$ cat config.mk
export PLATFORM = sky130hd
export DESIGN_NAME = usb_endpoint_transfer_segmenter_top
export DESIGN_NICKNAME = d
export VERILOG_FILES = /design/src/hdl/usbseg_pkg.sv /design/src/hdl/usb_endpoint_transfer_segmenter_top.sv /design/src/hdl/usbseg_front.sv /design/src/hdl/usbseg_queue.sv /design/src/hdl/usbseg_back.sv
export SDC_FILE = /design/constraint.sdc
export NUM_CORES = 2
export LEC_CHECK = 0
export ABC_AREA = 1
export BUFFER_PORTS_ARGS = -buffer_cell sky130_fd_sc_hd__clkbuf_2
export CAP_MARGIN = 30
export CORE_MARGIN = 3
export CORE_UTILIZATION = 25
export CTS_CLUSTER_SIZE = 25
export DETAILED_ROUTE_END_ITERATION = 8
export HOLD_SLACK_MARGIN = 0.05
export PLACE_DENSITY = 0.49
export RECOVER_POWER = 100
export SKIP_LAST_GASP = 1
export SYNTH_ARGS = -nofsm -noshare
export SYNTH_HDL_FRONTEND = slang
export SYNTH_SLANG_ARGS = --single-unit
export TNS_END_PERCENT = 5
$ cat constraint.sdc
create_clock -name clk_i -period 13.45 [get_ports clk_i]
set_input_delay 2.0175 -clock clk_i [delete_from_list [all_inputs] [get_ports clk_i]]
set_output_delay 2.0175 -clock clk_i [all_outputs]
set_load 0.005 [all_outputs]
$ cat src/hdl/usbseg_pkg.sv
// Package for the USB endpoint transfer segmenter.
// Command codes, classified operation codes, queue entry type and constants.
// No dependencies.
package usbseg_pkg;

  localparam int unsigned NUM_EP_DEF  = 8;
  localparam int unsigned MAX_PKT_DEF = 64;

  localparam int unsigned SLOT_W     = 5;   // wide enough for 16 endpoints x 2 dirs
  localparam int unsigned Q_DEPTH    = 2;
  localparam int unsigned Q_PTR_W    = 1;

  localparam logic [6:0] EP0_PKT      = 7'd8;
  localparam logic [2:0] EP_LIMIT     = 3'd7;
  localparam logic [6:0] EP0_CNT_MASK = 7'h0F;
  localparam logic [6:0] CNT_MASK     = 7'h7F;

  typedef enum logic [2:0] {
    CMD_BUS_RESET = 3'd0,
    CMD_OPEN      = 3'd1,
    CMD_START     = 3'd2,
    CMD_OUT_PKT   = 3'd3,
    CMD_IN_DONE   = 3'd4
  } cmd_e;

  typedef enum logic [1:0] {
    TYPE_CONTROL = 2'd0,
    TYPE_ISO     = 2'd1,
    TYPE_BULK    = 2'd2,
    TYPE_INTR    = 2'd3
  } xfer_type_e;

  typedef enum logic [2:0] {
    OP_REJECT    = 3'd0,
    OP_BUS_RESET = 3'd1,
    OP_OPEN      = 3'd2,
    OP_START_OUT = 3'd3,
    OP_START_IN  = 3'd4,
    OP_RX        = 3'd5,
    OP_TX        = 3'd6
  } op_e;

  typedef struct packed {
    op_e               op;
    logic [SLOT_W-1:0] slot;
    logic [6:0]        psize;    // packet size for open
    logic [15:0]       tlen;     // total length for start
    logic [6:0]        got;      // received byte count, already masked
  } entry_t;

endpackage

$ cat src/hdl/usb_endpoint_transfer_segmenter_top.sv
// USB endpoint transfer segmenter, top level: front classifier, queue, engine.
// Depends on usbseg_pkg, usbseg_front, usbseg_queue, usbseg_back.
// Results: an accepted command passes through the queue and then the engine's result
//   registers before its result strobe; every command gives exactly one result.
// Throughput: one command per cycle; the engine retires one queue entry per cycle
//   with a single read-modify-write of the slot tables. Results cannot be stalled.
// Reset: rst_ni clears all slot tables (length, queued count, packet size, short flag)
//   and the queue at once; no clearing pass, commands are taken right after reset.
module usb_endpoint_transfer_segmenter_top #(
  parameter int unsigned NUM_EP  = usbseg_pkg::NUM_EP_DEF,
  parameter int unsigned MAX_PKT = usbseg_pkg::MAX_PKT_DEF
) (
  input  logic        clk_i,
  input  logic        rst_ni,
  input  logic        start,
  output logic        busy,
  input  logic [2:0]  cmd_i,
  input  logic [2:0]  ep_num_i,
  input  logic        ep_dir_i,
  input  logic [9:0]  max_packet_i,
  input  logic [1:0]  xfer_type_i,
  input  logic [15:0] total_len_i,
  input  logic [6:0]  rx_count_i,
  output logic        valid_o,
  output logic        ok_o,
  output logic [15:0] copy_offset_o,
  output logic [6:0]  copy_len_o,
  output logic        arm_o,
  output logic        done_res_o,
  output logic [15:0] done_len_o
);

  usbseg_pkg::entry_t front_entry;
  usbseg_pkg::entry_t head_entry;
  logic q_empty, q_full, q_pop;

  // classify the incoming transaction: range checks and table slot
  usbseg_front #(
    .NUM_EP  (NUM_EP),
    .MAX_PKT (MAX_PKT)
  ) u_front (
    .cmd_i        (cmd_i),
    .ep_num_i     (ep_num_i),
    .ep_dir_i     (ep_dir_i),
    .max_packet_i (max_packet_i),
    .xfer_type_i  (xfer_type_i),
    .total_len_i  (total_len_i),
    .rx_count_i   (rx_count_i),
    .entry_o      (front_entry)
  );

  // busy only when the queue is full; the engine drains an entry every cycle
  assign busy = q_full;

  usbseg_queue u_queue (
    .clk_i   (clk_i),
    .rst_ni  (rst_ni),
    .push_i  (start),
    .wdata_i (front_entry),
    .pop_i   (q_pop),
    .rdata_o (head_entry),
    .empty_o (q_empty),
    .full_o  (q_full)
  );

  // engine: table update and registered result
  usbseg_back #(
    .NUM_EP (NUM_EP)
  ) u_back (
    .clk_i         (clk_i),
    .rst_ni        (rst_ni),
    .avail_i       (!q_empty),
    .entry_i       (head_entry),
    .pop_o         (q_pop),
    .valid_o       (valid_o),
    .ok_o          (ok_o),
    .copy_offset_o (copy_offset_o),
    .copy_len_o    (copy_len_o),
    .arm_o         (arm_o),
    .done_res_o    (done_res_o),
    .done_len_o    (done_len_o)
  );

endmodule

$ cat src/hdl/usbseg_front.sv
// Front end: classifies one command into a queue entry (range checks, slot index).
// Depends on usbseg_pkg.
module usbseg_front #(
  parameter int unsigned NUM_EP  = usbseg_pkg::NUM_EP_DEF,
  parameter int unsigned MAX_PKT = usbseg_pkg::MAX_PKT_DEF
) (
  input  logic [2:0]           cmd_i,
  input  logic [2:0]           ep_num_i,
  input  logic                 ep_dir_i,
  input  logic [9:0]           max_packet_i,
  input  logic [1:0]           xfer_type_i,
  input  logic [15:0]          total_len_i,
  input  logic [6:0]           rx_count_i,
  output usbseg_pkg::entry_t   entry_o
);

  logic ep_ok;
  logic open_ok;
  logic [usbseg_pkg::SLOT_W-1:0] slot_dir;
  logic [usbseg_pkg::SLOT_W-1:0] slot_out;
  logic [usbseg_pkg::SLOT_W-1:0] slot_in;

  assign ep_ok   = ({29'd0, ep_num_i} < 32'(NUM_EP));
  assign open_ok = ep_ok && (ep_num_i <= usbseg_pkg::EP_LIMIT)
                   && ({22'd0, max_packet_i} <= 32'(MAX_PKT))
                   && ((xfer_type_i == usbseg_pkg::TYPE_BULK)
                       || (xfer_type_i == usbseg_pkg::TYPE_INTR));

  assign slot_dir = {1'b0, ep_num_i, ep_dir_i};
  assign slot_out = {1'b0, ep_num_i, 1'b0};
  assign slot_in  = {1'b0, ep_num_i, 1'b1};

  always_comb begin
    entry_o       = '0;
    entry_o.op    = usbseg_pkg::OP_REJECT;
    entry_o.psize = max_packet_i[6:0];
    entry_o.tlen  = total_len_i;
    entry_o.got   = (ep_num_i == 3'd0) ? (rx_count_i & usbseg_pkg::EP0_CNT_MASK)
                                       : (rx_count_i & usbseg_pkg::CNT_MASK);
    entry_o.slot  = slot_dir;
    unique case (cmd_i)
      usbseg_pkg::CMD_BUS_RESET: entry_o.op = usbseg_pkg::OP_BUS_RESET;
      usbseg_pkg::CMD_OPEN: begin
        if (open_ok) entry_o.op = usbseg_pkg::OP_OPEN;
      end
      usbseg_pkg::CMD_START: begin
        if (ep_ok) entry_o.op = ep_dir_i ? usbseg_pkg::OP_START_IN
                                         : usbseg_pkg::OP_START_OUT;
      end
      usbseg_pkg::CMD_OUT_PKT: begin
        entry_o.slot = slot_out;
        if (ep_ok) entry_o.op = usbseg_pkg::OP_RX;
      end
      usbseg_pkg::CMD_IN_DONE: begin
        entry_o.slot = slot_in;
        if (ep_ok) entry_o.op = usbseg_pkg::OP_TX;
      end
      default: entry_o.op = usbseg_pkg::OP_REJECT;
    endcase
  end

endmodule

$ cat src/hdl/usbseg_queue.sv
// Two-entry queue between the front end and the transfer engine.
// Depends on usbseg_pkg.
module usbseg_queue (
  input  logic               clk_i,
  input  logic               rst_ni,
  input  logic               push_i,
  input  usbseg_pkg::entry_t wdata_i,
  input  logic               pop_i,
  output usbseg_pkg::entry_t rdata_o,
  output logic               empty_o,
  output logic               full_o
);

  usbseg_pkg::entry_t mem_q [usbseg_pkg::Q_DEPTH];
  logic [usbseg_pkg::Q_PTR_W-1:0] wr_ptr_q, wr_ptr_d;
  logic [usbseg_pkg::Q_PTR_W-1:0] rd_ptr_q, rd_ptr_d;
  logic [usbseg_pkg::Q_PTR_W:0]   cnt_q, cnt_d;
  logic do_push, do_pop;

  assign empty_o = (cnt_q == '0);
  assign full_o  = (cnt_q == (usbseg_pkg::Q_PTR_W+1)'(usbseg_pkg::Q_DEPTH));
  assign do_push = push_i && !full_o;
  assign do_pop  = pop_i && !empty_o;
  assign rdata_o = mem_q[rd_ptr_q];

  always_comb begin
    wr_ptr_d = wr_ptr_q + (usbseg_pkg::Q_PTR_W)'(do_push);
    rd_ptr_d = rd_ptr_q + (usbseg_pkg::Q_PTR_W)'(do_pop);
    cnt_d    = cnt_q + (usbseg_pkg::Q_PTR_W+1)'(do_push)
                     - (usbseg_pkg::Q_PTR_W+1)'(do_pop);
  end

  always_ff @(posedge clk_i or negedge rst_ni) begin
    if (!rst_ni) begin
      wr_ptr_q <= '0;
      rd_ptr_q <= '0;
      cnt_q    <= '0;
    end else begin
      wr_ptr_q <= wr_ptr_d;
      rd_ptr_q <= rd_ptr_d;
      cnt_q    <= cnt_d;
    end
  end

  always_ff @(posedge clk_i) begin
    if (do_push) mem_q[wr_ptr_q] <= wdata_i;
  end

  a_cnt_range: assert property (@(posedge clk_i) disable iff (!rst_ni)
    cnt_q <= (usbseg_pkg::Q_PTR_W+1)'(usbseg_pkg::Q_DEPTH))
    else $error("queue count out of range");
  a_no_overflow: assert property (@(posedge clk_i) disable iff (!rst_ni)
    full_o |-> !do_push)
    else $error("push into full queue");

endmodule

$ cat src/hdl/usbseg_back.sv
// Transfer engine: per-slot tables and one read-modify-write per queue entry.
// Registered result outputs. Depends on usbseg_pkg.
module usbseg_back #(
  parameter int unsigned NUM_EP = usbseg_pkg::NUM_EP_DEF
) (
  input  logic               clk_i,
  input  logic               rst_ni,
  input  logic               avail_i,
  input  usbseg_pkg::entry_t entry_i,
  output logic               pop_o,
  output logic               valid_o,
  output logic               ok_o,
  output logic [15:0]        copy_offset_o,
  output logic [6:0]         copy_len_o,
  output logic               arm_o,
  output logic               done_res_o,
  output logic [15:0]        done_len_o
);

  localparam int unsigned NSLOT = 2 * NUM_EP;
  localparam int unsigned SW    = (NSLOT > 1) ? $clog2(NSLOT) : 1;

  logic [15:0] total_q  [NSLOT];
  logic [15:0] queued_q [NSLOT];
  logic [6:0]  psize_q  [NSLOT];
  logic        short_q  [NSLOT];

  logic [SW-1:0] s;
  logic [15:0] cur_total, cur_queued, eff_total, eff_queued, rem, new_q;
  logic [6:0]  mp, size, take;
  logic        eff_short, tx_done, rx_short;

  logic        wr_xfer, wr_psize, wr_bus;
  logic [15:0] wr_total, wr_queued;
  logic        wr_short;

  logic        valid_d, ok_d, arm_d, done_d;
  logic [15:0] off_d, dlen_d;
  logic [6:0]  len_d;

  assign s          = entry_i.slot[SW-1:0];
  assign pop_o      = avail_i;
  assign cur_total  = total_q[s];
  assign cur_queued = queued_q[s];
  assign mp         = psize_q[s];

  always_comb begin
    // start IN resets the slot before the first packet is split off
    eff_total  = (entry_i.op == usbseg_pkg::OP_START_IN) ? entry_i.tlen : cur_total;
    eff_queued = (entry_i.op == usbseg_pkg::OP_START_IN) ? 16'd0 : cur_queued;
    eff_short  = (entry_i.op == usbseg_pkg::OP_START_IN) ? 1'b0 : short_q[s];
    rem        = eff_total - eff_queued;
    size       = ({9'd0, mp} < rem) ? mp : rem[6:0];
    tx_done    = ((eff_total != 16'd0) && (eff_total == eff_queued)) || eff_short;
    if (rem <= {9'd0, mp}) take = ({9'd0, entry_i.got} > rem) ? rem[6:0] : entry_i.got;
    else                   take = (entry_i.got > mp) ? mp : entry_i.got;
    rx_short   = (entry_i.got < mp);
    new_q      = (entry_i.op == usbseg_pkg::OP_RX) ? cur_queued + {9'd0, entry_i.got}
                                                   : eff_queued + {9'd0, size};
  end

  always_comb begin
    valid_d   = avail_i;
    ok_d      = 1'b0;
    arm_d     = 1'b0;
    done_d    = 1'b0;
    off_d     = '0;
    dlen_d    = '0;
    len_d     = '0;
    wr_xfer   = 1'b0;
    wr_psize  = 1'b0;
    wr_bus    = 1'b0;
    wr_total  = eff_total;
    wr_queued = eff_queued;
    wr_short  = eff_short;
    unique case (entry_i.op)
      usbseg_pkg::OP_REJECT: ;
      usbseg_pkg::OP_BUS_RESET: begin
        ok_d   = 1'b1;
        arm_d  = 1'b1;
        wr_bus = 1'b1;
      end
      usbseg_pkg::OP_OPEN: begin
        ok_d     = 1'b1;
        wr_psize = 1'b1;
      end
      usbseg_pkg::OP_START_OUT: begin
        ok_d      = 1'b1;
        arm_d     = 1'b1;
        wr_xfer   = 1'b1;
        wr_total  = entry_i.tlen;
        wr_queued = 16'd0;
        wr_short  = 1'b0;
      end
      usbseg_pkg::OP_START_IN, usbseg_pkg::OP_TX: begin
        ok_d    = 1'b1;
        wr_xfer = 1'b1;
        if (tx_done) begin
          done_d = 1'b1;
          dlen_d = eff_queued;
        end else begin
          off_d     = eff_queued;
          len_d     = size;
          arm_d     = 1'b1;
          wr_queued = new_q;
          wr_short  = (size < mp);
        end
      end
      usbseg_pkg::OP_RX: begin
        ok_d      = 1'b1;
        wr_xfer   = 1'b1;
        off_d     = cur_queued;
        len_d     = take;
        wr_queued = new_q;
        wr_short  = rx_short;
        if ((cur_total == new_q) || rx_short) begin
          done_d = 1'b1;
          dlen_d = new_q;
        end else begin
          arm_d = 1'b1;
        end
      end
      default: ;
    endcase
  end

  always_ff @(posedge clk_i or negedge rst_ni) begin
    if (!rst_ni) begin
      for (int i = 0; i < NSLOT; i++) begin
        total_q[i]  <= '0;
        queued_q[i] <= '0;
        psize_q[i]  <= '0;
        short_q[i]  <= 1'b0;
      end
    end else if (avail_i) begin
      if (wr_xfer) begin
        total_q[s]  <= wr_total;
        queued_q[s] <= wr_queued;
        short_q[s]  <= wr_short;
      end
      if (wr_psize) psize_q[s] <= entry_i.psize;
      if (wr_bus) begin
        psize_q[0] <= usbseg_pkg::EP0_PKT;
        psize_q[1] <= usbseg_pkg::EP0_PKT;
      end
    end
  end

  always_ff @(posedge clk_i or negedge rst_ni) begin
    if (!rst_ni) begin
      valid_o <= 1'b0;
    end else begin
      valid_o <= valid_d;
    end
  end

  always_ff @(posedge clk_i) begin
    ok_o          <= ok_d;
    arm_o         <= arm_d;
    done_res_o    <= done_d;
    copy_offset_o <= off_d;
    copy_len_o    <= len_d;
    done_len_o    <= dlen_d;
  end

  a_arm_xor_done: assert property (@(posedge clk_i) disable iff (!rst_ni)
    valid_o |-> !(arm_o && done_res_o))
    else $error("arm and done in one result");
  a_reject_quiet: assert property (@(posedge clk_i) disable iff (!rst_ni)
    (valid_o && !ok_o) |-> (!arm_o && !done_res_o && copy_len_o == 7'd0))
    else $error("rejected command produced activity");
  a_valid_follows_pop: assert property (@(posedge clk_i) disable iff (!rst_ni)
    pop_o |=> valid_o)
    else $error("popped entry gave no result");

endmodule
=== After elaboration in Yosys (flattened, before gate mapping) ===
Memory sizes are Yosys's and may differ from the RTL's.
Cells that the tools add are included.

* Reductions and logical operators: 22
* Eq/ne operators: 15
* $add $sub $neg: 7
* $lt $le $gt $ge: 10
* Bitwise operators: 2
* Multiplexer cells: 61

{| class="wikitable"
|+ Operators with widths
! kind !! number
|-
| $bwmux 256 || 2
|-
| $mux 16 || 13
|-
| $bmux 16 s4 || 2
|-
| $bwmux 112 || 1
|-
| $mux 112 || 1
|-
| $demux 16 s4 || 1
|-
| $pmux 16 s2 || 2
|-
| $mux 7 || 9
|-
| $pmux 16 s3 || 1
|-
| $add 16x7->16 || 2
|-
| $eq 16x16->1 || 2
|-
| $bmux 7 s4 || 1
|-
| $demux 7 s4 || 1
|-
| $bwmux 16 || 1
|-
| $gt 7x16->1 || 1
|-
| $le 16x7->1 || 1
|-
| $lt 7x16->1 || 1
|-
| $reduce_bool 16->1 || 1
|-
| $sub 16x16->16 || 1
|-
| $mux 1 || 15
|-
| $pmux 3 s5 || 1
|-
| $lt 7x7->1 || 2
|-
| $mux 14 || 1
|-
| $pmux 7 s2 || 1
|-
| 30 further kinds || 53
|}

* Input port bits: 45
* RAM bits: 74
* Memories: 1
* Bits in registers: 687

{| class="wikitable"
|+ Memory list
! name !! words !! width !! rd ports !! clocked after memory_dff !! wr ports !! line !! source
|-
| u_queue.mem_q || 2 || 37 || 1 || 0 || 1 || usbseg_queue.sv:14 || <nowiki>usbseg_pkg::entry_t mem_q [usbseg_pkg::Q_DEPTH];</nowiki>
|}

=== Depth between registers and ports, before layout ===
An unclocked memory read counts as a cell.

* Depth in word-level cells: 15
* Gate-level depth with buffers: 62
* Mapped depth without buffers: 57

=== Hierarchy ===
From an unflattened synthesis, not the netlist that was laid out.

* Cells, all modules: 4460
* Area, all modules: 37046.8 µm²

{| class="wikitable"
|+ Modules (own cells, without submodules)
! module !! instances !! area an instance (µm²) !! cells an instance
|-
| usbseg_back || 1 || 33657.3 || 4162
|-
| usbseg_queue || 1 || 3001.6 || 230
|-
| usbseg_front || 1 || 384.1 || 67
|-
| usb_endpoint_transfer_segmenter_top || 1 || 3.8 || 1
|}

=== Worst setup path before layout ===
Ideal clock, no wire load.

* Kind: reg2reg
* Start point: reg u_queue.rd_ptr_q
* End point: reg u_back.done_len_o[5]
* Cell stages (with the launch flop): 54
* Arrival: 7644 ps
* Path slack: 5737 ps
* Clock period less this slack: 7713 ps
* Cell sequence: dfrtp_1 buf_6 inv_4 nand2_4 nand2_4 nor2_4 inv_4 buf_2 buf_2 buf_1 buf_2 o22ai_1 o21ai_0 nand4_1 nor2_1 ha_1 inv_1 fa_1 [18 not listed] nor2_1 nor2_1 o21a_1 or2_1 nor2_1 nand3_1 inv_1 nand2_1 xor2_1 nor2_2 nor2_2 inv_1 a21oi_1 nand4_1 nand2_2 buf_6 nand3_1 o21ai_1

* Cells in the longest elaborated chain, start to end: 15
* Elaborated cells between the ends (all ways): 37
* Classes of those cells: 3 x add/sub; 2 x order compare; 5 x eq/ne; 20 x mux; 1 x bitwise; 5 x reduce/logical; 1 x memory

{| class="wikitable"
|+ RTL lines
! item !! line !! source
|-
| start: declaration || usbseg_queue.sv:16 || <nowiki>logic [usbseg_pkg::Q_PTR_W-1:0] rd_ptr_q, rd_ptr_d;</nowiki>
|-
| start signal: assignment || usbseg_queue.sv:40 || <nowiki>rd_ptr_q <= rd_ptr_d;</nowiki>
|-
| $mem_v2 2x37 (*) || - ||
|-
| $not 4->5 (not written as such) || - ||
|-
| $bmux 16 s4 (on tied branches) || usbseg_back.sv:43, usbseg_back.sv:44 ||
|-
| $mux 16 (on tied branches) (2 in series) || usbseg_back.sv:43, usbseg_back.sv:44 ||
|-
| $mux 16 (on tied branches) || usbseg_back.sv:49, usbseg_back.sv:50 ||
|-
| $sub 16x16->16 || usbseg_back.sv:52 || <nowiki>rem = eff_total - eff_queued;</nowiki>
|-
| $lt 7x16->1 || usbseg_back.sv:53 || <nowiki>size = ({9'd0, mp} < rem) ? mp : rem[6:0];</nowiki>
|-
| $mux 7 || usbseg_back.sv:53 ||
|-
| $add 16x7->16 || usbseg_back.sv:59 || <nowiki>: eff_queued + {9'd0, size};</nowiki>
|-
| $mux 16 || usbseg_back.sv:58 || <nowiki>new_q = (entry_i.op == usbseg_pkg::OP_RX) ? cur_queued + {9'd0, entry_i.got}</nowiki>
|-
| $eq 16x16->1 || usbseg_back.sv:116 || <nowiki>if ((cur_total == new_q) || rx_short) begin</nowiki>
|-
| $logic_or 1x1->1 || usbseg_back.sv:116 ||
|-
| $mux 16 || usbseg_back.sv:116 ||
|-
| $pmux 16 s2 (*) || usbseg_back.sv:76 || <nowiki>unique case (entry_i.op)</nowiki>
|-
| end signal: assignment || usbseg_back.sv:163 || <nowiki>done_len_o <= dlen_d;</nowiki>
|-
| end: declaration || usbseg_back.sv:17 || <nowiki>output logic [15:0] done_len_o</nowiki>
|}

Mark *: on every way between the ends. The rest lies on a longest branch, timed or not. The select of a mux whose other input is x is not followed.
A chain may end at the register's enable or synchronous reset.

=== Worst setup path after layout ===
* Start point: reg u_queue.rd_ptr_q
* End point: reg u_back.done_len_o[14]

Same word-level chain as after synthesis.

==> results summary <==
The wire length of the first global-routing pass came out at 191000 um. The period utilization is 87.6%. By count the netlist is led by 1429 x sky130_fd_sc_hd__nand2_1, 645 x sky130_fd_sc_hd__dfrtp_1, 573 x sky130_fd_sc_hd__o21ai_0. The number of rows in the core area is 137. The half-perimeter wire length after detailed placement is 78000 um. In this run the critical register-to-register path is captured at u_back.done_len_o[14]. The largest net degree at the start of global routing came out at 170. Summing all flip-flop and latch instances after layout gives 19200 um2. The area growth from synthesis to layout is 13.8%. The type of the most critical hold path is flip-flop to flip-flop. Measured in cells, the most critical reg-to-reg path has a length of 43. The average wire per cell in the routed design came out at 21.0 um. The flow ran to the end, but the final reports show violations. The number of antenna violations at the first check in global routing is 1.

The final reports fail on max-capacitance violations, max-slew violations. The deepest level of the CTS H-tree came out at 3. The fmax is 84.9 MHz. The biggest fanout along the worst timing path is 62. The cell area after technology mapping came out at 35600 um2. The placer's final routability congestion estimate is 0.908. The total wire length after detailed routing came out at 129000 um.

The clock reaches the later pin of the worst-skew pair after 690 ps. The final critical path time including I/O delays and setup is 11780 ps. The post-CTS clock slew at the launch and capture registers of the worst setup and hold paths came out at 60 ps. The root cell of the clock tree is sky130_fd_sc_hd__clkbuf_16. Setup repair after global routing left no endpoint under its margin.

The slowest stage of the critical path is the sky130_fd_sc_hd__dfrtp_1 cell. Post-CTS timing repair inserted 0 buffers for setup. The first routing iteration left 3045 violations. The y dimension of the die came out at 383 um. The number of hold buffers added after CTS was 0. Global routing consumed, over all layers together, 17.1% of the routing resources.

The mean number of vias per cell came out at 4.90. The critical path in this run is classified as flip-flop to flip-flop. The synthesized design devotes to its leading area cell type 45.3% of total area. Yosys attributes the largest share of cell area to sky130_fd_sc_hd__dfrtp_1 45%, sky130_fd_sc_hd__nand2_1 15%, sky130_fd_sc_hd__o21ai_0 8.1%. The post-synth net total is 4298. The final-layout fill cell count is 15100.

The area used by multi-input combinational logic is 14300 um2. The worst hold path passes through 2 cells. For this run, the slowest stage of the critical path takes 1090 ps. TritonCTS built the clock tree. During I/O placement, the number of pins put on the boundary was 89. The number of resized instances in the post-cts repair step is 0. Synthesis produced 4193 cells.

The post-synthesis average cell area is 8.49 um2. The starting utilization of the core area is 25.3%. The sequential area share after synthesis is 53.9%. The floorplan step defined a core boundary enclosing 141000 um2. The number of iterations in the first detailed-routing pass came out at 6.

In the post-synthesis netlist, the cell with the most instances is sky130_fd_sc_hd__nand2_1. The worst endpoint required time came out at 14040 ps. At the pin with the least slew margin, the transition time is 4680 ps. The total of buffers placed on input and output ports came out at 87. For the final database, setup skew stands at 45.1 ps. STA classifies the critical path endpoint as a flip-flop.

The dominant register cell in the synthesized netlist is sky130_fd_sc_hd__dfrtp_1. Headroom to the max-slew limit came out at -212%. The final route contains 30100 vias. The number of distinct library cell variants in the gate-level netlist after synthesis came out at 65. The CTS sink count is 761. In this run the horizontal extent of the chip is 383 um. STA puts the critical path data arrival time at 12370 ps. The final max-slew violation count came to 1757.

The number of endpoints with negative hold slack in the final report came out at 0. The count of synthesis-stage warnings from yosys is 0. The path with the worst hold slack has its endpoint at u_back.queued_q[183]. The share of final-layout standard cells stronger than drive strength 1 is 6.50%. The number of nets with antenna violations after routing came out at 0.

Counting flops with a built-in enable in the synthesized netlist gives 74. The synthesized flop and latch total came out at 761. The sum of negative setup slack came out at 0 ps. The area of the die is 147000 um2. In this run the critical register-to-register path is launched from u_queue.rd_ptr_q. The number of CTS-inserted buffers is 89. By instance count, the cell type seen most on the critical path is sky130_fd_sc_hd__inv_1. The flop-to-flop setup slack came out at 1670 ps.

The total congestion overflow came out at 0. The async set or reset register ratio after synthesis came out at 84.8%. The final net count is 4287.

The tool flagged a number of max-cap violations equal to 37. The clock passes through at most 3 buffers. The source of the worst hold timing path is u_back.queued_q[183]. sky130_fd_sc_hd__dfrtp_1 takes more of the synthesized area than any other cell. The DRC violations left is 0. The via count of the first global-routing pass came out at 28600. The worst setup path is launched from a flip-flop. Setup violations remaining at the end of the flow were counted as 0.
-- worst max-delay path, delay by kind of cell (launching register included) --
kind / cells / cell delay [ps]
simple gates: 16 / 3670
compound gates: 12 / 3380
flops: 1 / 1090
xor+xnor: 2 / 340
buf+inv: 9 / 1890
fa+ha+maj: 4 / 1260
-- cell usage in the layout, fill, tap and decap left out, drive strengths merged, types with 2 or more instances in the layout --
cell      netlist  final
nand3         127    127
nor2          139    139
buf           107     42
nor4            9      9
dfxtp          42     42
inv           224    230
o211ai         18     18
o31ai           2      2
nand4          37     37
diode           0      4
or2            11     11
clkinv          5     20
nand2        1440   1440
dfrtp         645    645
xor2           14     14
o22ai         220    220
ha             57     57
edfxtp         74     74
a31oi           4      4
fa              3      3
xnor2           9      9
mux2i          17     17
a21boi          2      2
o2111ai         8      8
nor3           29     29
a21oi          43     43
nand3b          5      5
bufinv          0      4
a22oi          89     89
o21ai         631    631
a211oi          4      4
clkbuf        159    253
o21bai          3      3
clkinvlp        0      2
o221ai          8      8
-- through the flow --
step                      cells  setup slack, ps  util (%)  cell area (um2)  hold WS [ps]
after floorplan            4193             5740         -            35600           440
after global placement     5961             2660      26.9            37900           460
after detailed placement   5965             2590      27.0            37900           458
after CTS                  6123             2560      29.1            40800           473
after global routing       6125              792      28.8            40500           496
final                      6129             1670      28.8            40500           477
-- registers in the layout, indices dropped and copies added, names as in the netlist, 7 cells and up --
| signal | cells |
|---|---|
| u_back.total_q | 256 |
| u_back.short_q | 16 |
| u_back.queued_q | 256 |
| u_back.done_len_o | 16 |
| u_back.psize_q | 112 |
| u_queue.mem_q | 74 |
| u_back.copy_len_o | 7 |
| u_back.copy_offset_o | 16 |
-- worst max-delay path by stage --
| stage | start | end | slack (ps) |
|---|---|---|---|
| CTS | u_queue.rd_ptr_q | u_back.done_len_o[14] | 2560 |
| global route | u_queue.rd_ptr_q | u_back.done_len_o[14] | 790 |
| floorplan | u_queue.rd_ptr_q | u_back.done_len_o[5] | 5740 |
| detailed placement | u_queue.rd_ptr_q | u_back.done_len_o[14] | 2590 |
| global placement | u_queue.rd_ptr_q | u_back.queued_q[190] | 2660 |
| finish | u_queue.rd_ptr_q | u_back.done_len_o[14] | 1670 |
-- per-layer routing --
metal / up-vias / track usage (%) / routed length (um)
met5: - / 0 / 0
met1: 14800 / 24.7 / 59900
met3: 156 / 3.00 / 9020
li1: 14100 / - / -
met4: 0 / 4.05 / 2610
met2: 1043 / 26.6 / 57200
-- cells by family after synthesis --
family          after synthesis  synth area share (%)
simple gates               1801                  20.5
xor+xnor                     23                 0.566
flops                       761                  53.9
mux                          17                 0.478
fa+ha+maj                    60                  2.17
compound gates             1036                  16.7
buf+inv                     495                  5.76
-- area by class of cell --
type	instances	area share, %
clock buffers	131	6.36
multi-input cells	2937	35.4
inverters	229	2.15
repair buffers	164	2.09
well taps	1876	5.79
diodes	4	0.0247
flip-flops and latches	761	47.4
clock inverters	27	0.858
Power is left out: the tool's default activity adds up to more than one toggle a clock period on the data nets, which glitch-free logic cannot reach.
